## config.mk

```make
export PLATFORM = sky130hd
export DESIGN_NAME = smoothstep_crossfade_blender_top
export DESIGN_NICKNAME = d
export VERILOG_FILES = /design/src/scblend_pkg.sv /design/src/smoothstep_crossfade_blender_top.sv
export SDC_FILE = /design/constraint.sdc
export NUM_CORES = 2
export LEC_CHECK = 0
export ABC_AREA = 1
export BUFFER_PORTS_ARGS = -buffer_cell sky130_fd_sc_hd__clkbuf_2
export CORE_UTILIZATION = 60
export DETAILED_ROUTE_END_ITERATION = 8
export PLACE_DENSITY = 0.87
export RECOVER_POWER = 25
export SLEW_MARGIN = 20
export SYNTH_ARGS = -nofsm -noshare
export SYNTH_HDL_FRONTEND = slang
export SYNTH_SLANG_ARGS = --single-unit
```

## constraint.sdc

```tcl
create_clock -name clk -period 33.3 [get_ports clk]
set_clock_uncertainty 0.1 [all_clocks]
set_input_delay 6.66 -clock clk [delete_from_list [all_inputs] [get_ports clk]]
set_output_delay 6.66 -clock clk [all_outputs]
set_load 0.02 [all_outputs]
```

## src/scblend_pkg.sv

```systemverilog
`timescale 1ns / 1ps

package scblend_pkg;

  localparam int FRAME_W    = 10;
  localparam int PIX_W      = 8;
  localparam int CFG_W      = 11;
  localparam int MAX_FRAMES = 1024;

  localparam int IN_DATA_W  = ((FRAME_W + 2 * PIX_W + 7) / 8) * 8;
  localparam int OUT_DATA_W = ((PIX_W + 7) / 8) * 8;

  localparam int Q_W        = 16;
  localparam int T_W        = Q_W + 1;
  localparam int REM_W      = FRAME_W + 1;
  localparam int DEN_W      = CFG_W + 1;
  localparam int DIV_STAGES = 4;
  localparam int DIV_BITS   = Q_W / DIV_STAGES;

  localparam int SQ_W       = 2 * Q_W;
  localparam int CUBE_W     = 3 * Q_W;
  localparam int NUM_W      = CUBE_W + 2;
  localparam int DIFF_W     = PIX_W + 1;
  localparam int PROD_W     = DIFF_W + T_W + 1;
  localparam int SUM_W      = PROD_W + 1;

endpackage

```

## src/smoothstep_crossfade_blender_top.sv

```systemverilog
`timescale 1ns / 1ps

// Channel  Handshake             Payload
// in_      in_tvalid/in_tready   in_tdata: frame_index, start_pixel, tail_pixel
// out_     out_tvalid/out_tready out_tdata: blended_pixel; out_tuser: was_blended
// cfg_     cfg_valid/cfg_ready   cfg_data: crossfade_frames
//
// One word is accepted per clock while the output is not stalled; each word passes
// through the input register, the four-stage divider (four quotient bits per stage),
// two multiplier stages, the weight stage, the blend multiply and the output
// register. Reset clears the crossfade length and all valid bits; the block accepts
// words in the first cycle after reset. A stall on the output freezes every stage.

module smoothstep_crossfade_blender_top (
  input  logic                                  clk,
  input  logic                                  rst_n,
  input  logic                                  in_tvalid,
  output logic                                  in_tready,
  // frame_index, start_pixel, tail_pixel, zero padding
  input  logic [scblend_pkg::IN_DATA_W-1:0]     in_tdata,
  output logic                                  out_tvalid,
  input  logic                                  out_tready,
  // blended_pixel
  output logic [scblend_pkg::OUT_DATA_W-1:0]    out_tdata,
  // was_blended
  output logic                                  out_tuser,
  input  logic                                  cfg_valid,
  output logic                                  cfg_ready,
  input  logic [scblend_pkg::CFG_W-1:0]         cfg_data
);
  import scblend_pkg::*;

  logic               en;
  logic [CFG_W-1:0]   cfg_r;
  logic [CFG_W-1:0]   len_eff;
  logic [DEN_W-1:0]   den;

  logic [FRAME_W-1:0] in_idx;
  logic [PIX_W-1:0]   in_start;
  logic [PIX_W-1:0]   in_tail;

  // Input stage
  logic               vld0_r;
  logic               blend0_r;
  logic [PIX_W-1:0]   start0_r, tail0_r;
  logic [REM_W-1:0]   rem0_r;

  // Divider stages
  logic               dvld_r   [DIV_STAGES];
  logic               dblend_r [DIV_STAGES];
  logic [PIX_W-1:0]   dstart_r [DIV_STAGES];
  logic [PIX_W-1:0]   dtail_r  [DIV_STAGES];
  logic [REM_W-1:0]   drem_r   [DIV_STAGES];
  logic [Q_W-1:0]     dq_r     [DIV_STAGES];
  logic [REM_W-1:0]   drem_nxt [DIV_STAGES];
  logic [Q_W-1:0]     dq_nxt   [DIV_STAGES];

  // Square stage
  logic               vld1_r, blend1_r;
  logic [PIX_W-1:0]   start1_r, tail1_r;
  logic [Q_W-1:0]     x1_r;
  logic [SQ_W-1:0]    xsq1_r;

  // Cube stage
  logic               vld2_r, blend2_r;
  logic [PIX_W-1:0]   start2_r, tail2_r;
  logic [SQ_W-1:0]    xsq2_r;
  logic [CUBE_W-1:0]  xcube2_r;

  // Weight stage
  logic               vld3_r, blend3_r;
  logic [PIX_W-1:0]   start3_r, tail3_r;
  logic [T_W-1:0]     t3_r;
  logic [NUM_W-1:0]   num_nxt;

  // Blend multiply stage
  logic               vld4_r, blend4_r;
  logic [PIX_W-1:0]   start4_r, tail4_r;
  logic signed [PROD_W-1:0] prod4_r;
  logic signed [PROD_W-1:0] prod_nxt;
  logic signed [DIFF_W-1:0] diff;
  logic signed [T_W:0]      tw;

  // Output register
  logic               out_vld_r;
  logic [PIX_W-1:0]   out_pix_r;
  logic               out_blend_r;
  logic signed [SUM_W-1:0]  sum_nxt;
  logic [PIX_W:0]     v_nxt;
  logic [PIX_W-1:0]   pix_nxt;

  assign en        = !out_vld_r || out_tready;
  assign in_tready = en;
  assign cfg_ready = 1'b1;

  assign in_idx   = in_tdata[FRAME_W-1:0];
  assign in_start = in_tdata[FRAME_W +: PIX_W];
  assign in_tail  = in_tdata[FRAME_W + PIX_W +: PIX_W];

  assign len_eff = (cfg_r > CFG_W'(MAX_FRAMES)) ? CFG_W'(MAX_FRAMES) : cfg_r;
  assign den     = {len_eff, 1'b0};

  always_ff @(posedge clk) begin
    if (!rst_n) begin
      cfg_r <= '0;
    end else if (cfg_valid) begin
      cfg_r <= cfg_data;
    end
  end

  // Restoring division of (2i+1) * 2^16 by 2c, four quotient bits per stage.
  always_comb begin
    logic [REM_W-1:0] r;
    logic [REM_W:0]   r2;
    logic [Q_W-1:0]   q;
    for (int k = 0; k < DIV_STAGES; k++) begin
      r = (k == 0) ? rem0_r : drem_r[(k == 0) ? 0 : k - 1];
      q = (k == 0) ? '0 : dq_r[(k == 0) ? 0 : k - 1];
      for (int b = 0; b < DIV_BITS; b++) begin
        r2 = {r, 1'b0};
        if (r2 >= den) begin
          r2 = r2 - den;
          q  = {q[Q_W-2:0], 1'b1};
        end else begin
          q  = {q[Q_W-2:0], 1'b0};
        end
        r = r2[REM_W-1:0];
      end
      drem_nxt[k] = r;
      dq_nxt[k]   = q;
    end
  end

  always_comb begin
    num_nxt = {2'b00, xsq2_r, {Q_W{1'b0}}}
            + {1'b0, xsq2_r, {(Q_W + 1){1'b0}}}
            - {1'b0, xcube2_r, 1'b0}
            + (NUM_W'(1) << (SQ_W - 1));
    diff     = $signed({1'b0, start3_r}) - $signed({1'b0, tail3_r});
    tw       = $signed({1'b0, t3_r});
    prod_nxt = PROD_W'(diff) * PROD_W'(tw);
    sum_nxt  = $signed({{(SUM_W - PIX_W - Q_W){1'b0}}, tail4_r, {Q_W{1'b0}}})
             + SUM_W'(prod4_r)
             + $signed(SUM_W'(1) << (Q_W - 1));
    v_nxt    = sum_nxt[Q_W +: PIX_W + 1];
    if (!blend4_r) begin
      pix_nxt = start4_r;
    end else if (v_nxt[PIX_W]) begin
      pix_nxt = '1;
    end else begin
      pix_nxt = v_nxt[PIX_W-1:0];
    end
  end

  always_ff @(posedge clk) begin
    if (!rst_n) begin
      vld0_r    <= 1'b0;
      vld1_r    <= 1'b0;
      vld2_r    <= 1'b0;
      vld3_r    <= 1'b0;
      vld4_r    <= 1'b0;
      out_vld_r <= 1'b0;
      for (int k = 0; k < DIV_STAGES; k++) begin
        dvld_r[k] <= 1'b0;
      end
    end else if (en) begin
      vld0_r    <= in_tvalid;
      dvld_r[0] <= vld0_r;
      for (int k = 1; k < DIV_STAGES; k++) begin
        dvld_r[k] <= dvld_r[k-1];
      end
      vld1_r    <= dvld_r[DIV_STAGES-1];
      vld2_r    <= vld1_r;
      vld3_r    <= vld2_r;
      vld4_r    <= vld3_r;
      out_vld_r <= vld4_r;
    end
  end

  always_ff @(posedge clk) begin
    if (en) begin
      blend0_r <= {1'b0, in_idx} < len_eff;
      start0_r <= in_start;
      tail0_r  <= in_tail;
      rem0_r   <= {in_idx, 1'b1};

      dblend_r[0] <= blend0_r;
      dstart_r[0] <= start0_r;
      dtail_r[0]  <= tail0_r;
      for (int k = 1; k < DIV_STAGES; k++) begin
        dblend_r[k] <= dblend_r[k-1];
        dstart_r[k] <= dstart_r[k-1];
        dtail_r[k]  <= dtail_r[k-1];
      end
      for (int k = 0; k < DIV_STAGES; k++) begin
        drem_r[k] <= drem_nxt[k];
        dq_r[k]   <= dq_nxt[k];
      end

      blend1_r <= dblend_r[DIV_STAGES-1];
      start1_r <= dstart_r[DIV_STAGES-1];
      tail1_r  <= dtail_r[DIV_STAGES-1];
      x1_r     <= dq_r[DIV_STAGES-1];
      xsq1_r   <= dq_r[DIV_STAGES-1] * dq_r[DIV_STAGES-1];

      blend2_r <= blend1_r;
      start2_r <= start1_r;
      tail2_r  <= tail1_r;
      xsq2_r   <= xsq1_r;
      xcube2_r <= xsq1_r * x1_r;

      blend3_r <= blend2_r;
      start3_r <= start2_r;
      tail3_r  <= tail2_r;
      t3_r     <= num_nxt[SQ_W +: T_W];

      blend4_r <= blend3_r;
      start4_r <= start3_r;
      tail4_r  <= tail3_r;
      prod4_r  <= prod_nxt;

      out_pix_r   <= pix_nxt;
      out_blend_r <= blend4_r;
    end
  end

  assign out_tvalid = out_vld_r;
  assign out_tdata  = OUT_DATA_W'(out_pix_r);
  assign out_tuser  = out_blend_r;

  a_accept_enters : assert property (@(posedge clk) disable iff (!rst_n)
    in_tvalid && in_tready |=> vld0_r)
    else $error("accepted word did not enter the first stage");

  a_weight_bound : assert property (@(posedge clk) disable iff (!rst_n)
    vld3_r && blend3_r |-> t3_r <= T_W'(1 << Q_W))
    else $error("smoothstep weight above one");

  a_stage_advance : assert property (@(posedge clk) disable iff (!rst_n)
    en && vld4_r |=> out_vld_r)
    else $error("word lost between blend stage and output");

  a_stall_hold : assert property (@(posedge clk) disable iff (!rst_n)
    !en && vld3_r |=> vld3_r && $stable(t3_r))
    else $error("weight stage changed during a stall");

endmodule
```

After elaboration in Yosys (flattened, before gate mapping)
Memory sizes are Yosys's and may differ from the RTL's. A register that Yosys moved wholly into a read port is not among the register bits.
Cells that the tools add are included.
{"block": "totals", "output_inout_bits": 12, "register_bits": 273, "mem_bits_rw": 180, "elab_cells": 127, "mem_count": 6}
{"name": "dq_r", "words": 4, "width": 16, "rd": 4, "rd_clocked_by_memory_dff": 0, "wr": 4, "line_no": "smoothstep_crossfade_blender_top.sv:54", "source": "logic [Q_W-1:0] dq_r [DIV_STAGES];"}
{"name": "drem_r", "words": 4, "width": 11, "rd": 3, "rd_clocked_by_memory_dff": 0, "wr": 4, "line_no": "smoothstep_crossfade_blender_top.sv:53", "source": "logic [REM_W-1:0] drem_r [DIV_STAGES];"}
{"name": "dstart_r", "words": 4, "width": 8, "rd": 4, "rd_clocked_by_memory_dff": 1, "wr": 4, "line_no": "smoothstep_crossfade_blender_top.sv:51", "source": "logic [PIX_W-1:0] dstart_r [DIV_STAGES];"}
{"name": "dtail_r", "words": 4, "width": 8, "rd": 4, "rd_clocked_by_memory_dff": 1, "wr": 4, "line_no": "smoothstep_crossfade_blender_top.sv:52", "source": "logic [PIX_W-1:0] dtail_r [DIV_STAGES];"}
{"name": "dblend_r", "words": 4, "width": 1, "rd": 4, "rd_clocked_by_memory_dff": 1, "wr": 4, "line_no": "smoothstep_crossfade_blender_top.sv:50", "source": "logic dblend_r [DIV_STAGES];"}
{"name": "dvld_r", "words": 4, "width": 1, "rd": 4, "rd_clocked_by_memory_dff": 1, "wr": 4, "line_no": "smoothstep_crossfade_blender_top.sv:49", "source": "logic dvld_r [DIV_STAGES];"}
{"block": "classes", "n_mul": 3, "n_reduce_logical": 3, "muxes": 44, "bitwise_logic": 4, "n_addsub": 22, "magnitude_cmp": 18}
{"op": "$ge 12x12->1", "n": 16}
{"op": "$mux 11", "n": 17}
{"op": "$sub 11x11->11", "n": 16}
{"op": "$add 48x49->49", "n": 1}
{"op": "$add 49x32->49 const B", "n": 1}
{"op": "$sub 49x49->49", "n": 1}
{"op": "$mul 32x16->48", "n": 1}
{"op": "$mul 16x16->32", "n": 1}
{"op": "$add 25x17->25 const B", "n": 1}
{"op": "$add 25x25->25", "n": 1}
{"op": "$mul 9x18->25", "n": 1}
{"op": "$mux 1", "n": 25}
{"op": "$mux 8", "n": 2}
{"op": "$gt 11x11->1 const B", "n": 1}
{"op": "$lt 10x11->1", "n": 1}
{"op": "$sub 8x8->9", "n": 1}
{"op": "$or 1x1->1", "n": 4}
{"op": "$logic_not 1->1", "n": 2}
{"op": "$logic_or 1x1->1", "n": 1}

Depth between registers and ports, before layout
{"block": "logic_depth", "ltp_word": 10, "ltp_mapped": 48}

Least setup slack after synthesis
No wires, ideal clock.
{"block": "synth_timing", "kind": "input -> output", "startpoint": "in out_tready", "endpoint": "out in_tready", "cell_stages": 2, "setup_slack_ps": 12116, "arrival_ps": 14424, "path_cell_list": "nor2_1 > inv_1"}
{"block": "synth_between", "elab_chain_cells": 1}
{"element": "start: declaration", "line_no": "smoothstep_crossfade_blender_top.sv:22", "source": "input logic out_tready,"}
{"element": "$logic_or 1x1->1", "line_no": "smoothstep_crossfade_blender_top.sv:92", "source": "assign en = !out_vld_r || out_tready;"}
{"element": "end: declaration", "line_no": "smoothstep_crossfade_blender_top.sv:18", "source": "output logic in_tready,"}
No other way between the ends.

Final worst setup path
Ends and elaborated chain as after synthesis.

==> metrics.yaml <==
status: "complete, but fails checks"
violations: "max-capacitance violations, max-slew violations"
clock.fmax_mhz: 69.5
min_period_over_period_pct: 43.2
maxCapViolCount: 1
netlist_top_cells_count: "nand2_1, inv_1, fa_1, ha_1, edfxtp_1"
synth_cells: 6682
place_hpwl_mm: 105
cts_sinks: 414
die_w_um: 305
critPathCaptureType: "output pin"
cts-resized-gates: 0
final_antenna_net_count: 0
synth_warnings: 0
tightest_slew_ns: 2.41
gp_congestion: 0.999
max_slew_margin_pct: -60.5
clk_path_buf_depth: 3
grt_antenna_before_repair: 0
antenna_cells: 0
synth_top_area_share_pct: 25.8
synthTopCellsByArea: "fa_1, edfxtp_1, ha_1, nand2_1, inv_1"
htreeDepth: 2
hold_ws_ns: 0.265
detailedPlace.worstSlack_ns: 18.89
cts_buffers: 46
routed-via-count: 44037
grt_pass1_wl_mm: 224
hold_end: "dq_r[1][7]"
synth_area_um2: 55300
start_util_pct: 61.0
routedWlPerCell_um: 17.0
cts_tree: "done"
ys_types: 62
rsz0062_at_grt: "false"
r2r-start: "cfg_r[6]"
cts_setup_buffers: 0
dr.pass1.iters: 8
critical_path.top_delay_family: "buffers and inverters"
grt_max_degree: 170
syn_to_final_growth_pct: 5.14
hp-class: "reg -> reg"
post_drt_via_cell_ratio: 5.60
postSynth.asyncResetShare_pct: 0
synth_seq_area_share_pct: 22.1
drive_above_1_share_pct: 3.29
design.die.area_um2: 93300
grt.total_usage_pct: 29.5
root_buffer: "clkbuf_16"
path_class: "in -> out"
synth_most_common_cell: "nand2_1"
finalCriticalPeriod_ns: 14.38
start_kind: "input port"
drc_errors: 0
tns_ns: 0
r2r-end: "dq_r[3][0]"
synth.ff_latch_count: 414
cp.arrival_ns: 7.62
reg2reg_depth: 38
yosysTopAreaCell: "fa_1"
ctsHoldBuffers: 0
path_clk_slew_ns: 0.07
critPathLaunch: "out_tready"
maxSlewViolCount: 47
r2r_slack_ns: 24.29
required_ns: 26.54
worstPathBufferInverterCount: 3
final_nets: 7945
drtIter0Drc: 3486
routed_wl_mm: 133
min_path_cells: 0
cp_common_cell: "clkbuf_2"
die-height_um: 305
holdCritStartpoint: "dq_r[0][3]"
io_pins: 60
max_stage_delay_ns: 0.35
rows: 110
insertion_delay_ns: 0.61
finalSetupViolations: 0
core_um2: 90600
synth-edff-count: 394
crit_chain: "clkbuf_2 > nor2_1 > inv_8 > clkbuf_2"
overflow: 0
avgSynthCellArea_um2: 8.27
grt_pass1_vias: 46131
layout_setup_ws_ns: 18.92
hold_viol_final: 0
synthFlopType: "edfxtp_1"
io_buffers: 52
cp_slowest_cell: "nor2_1"
cp_max_fo: 74
[state kept, by name, summed over array words and instances, names as in the netlist, 8 cells and up]
signal,flops
xcube2_r,48
dq_r,40
dstart_r,32
dtail_r,32
drem_r,30
xsq1_r,30
xsq2_r,30
t3_r,17
x1_r,16
cfg_r,11
prod4_r,10
rem0_r,10
out_tdata,8
start0_r,8
start1_r,8
start2_r,8
start3_r,8
start4_r,8
tail0_r,8
tail1_r,8
tail2_r,8
tail3_r,8
tail4_r,8
[worst max-delay path by stage]
stage	depth (start not counted)	slack, ns	to
floorplan	2	12.12	in_tready
global placement	4	18.90	in_tready
detailed placement	4	18.89	in_tready
CTS	4	18.88	in_tready
global route	4	18.80	in_tready
finish	4	18.92	in_tready
[per-layer routing]
layer	global-route usage [%]	vias to the layer above	wire (µm)
met1	37.2	21094	53100
met2	51.6	1921	64900
li1	-	20629	-
met4	10.4	0	4910
met3	4.12	393	10600
met5	0	-	0
[layout by cell type, fill, tap and decap left out, drive strengths merged, types with 9 or more instances in the layout]
cell type / instances
or2: 19
fa: 712
clkinv: 17
nand2: 1680
a31oi: 18
nand3b: 16
buf: 33
o21ai: 149
clkbuf: 117
o21a: 13
inv: 1484
nand4: 91
nor2: 375
and2: 45
xnor2: 65
a21boi: 11
nor4: 12
a21oi: 279
nor3: 52
edfxtp: 394
nand3: 303
a21o: 37
dfxtp: 20
o21bai: 35
xor2: 132
o22ai: 9
ha: 532
[logic make-up after synthesis]
kind of cell,Yosys count,share of synthesized area (%)
adders and majority gates,1244,37.8
DFF,414,22.1
muxes,1,0.0181
other,2,0.0136
AOI/OAI and AO/OA,568,5.80
xor gates and xnor gates,197,3.12
and+or+nand+nor,2602,19.7
buffers and inverters,1654,11.4
[layout make-up]
type                    count  area (µm²)
clock buffers              56        1260
clock inverters            27         289
fillers                  7280       32500
inverters                1478        5560
multi-input cells        4619       36700
flip-flops and latches    414       12200
well taps                1176        1470
repair buffers             94         554
[stage by stage]
step | cells | utilization, % | instance area (µm²)
floorplan | 6687 | - | 55300
global placement | 7781 | 62.5 | 56600
detailed placement | 7781 | 62.5 | 56600
CTS | 7864 | 64.2 | 58100
global route | 7864 | 64.2 | 58100
finish | 7864 | 64.2 | 58100
Power is not shown: default switching activity piles up to over one toggle a cycle in this logic, so the estimate is an artifact.
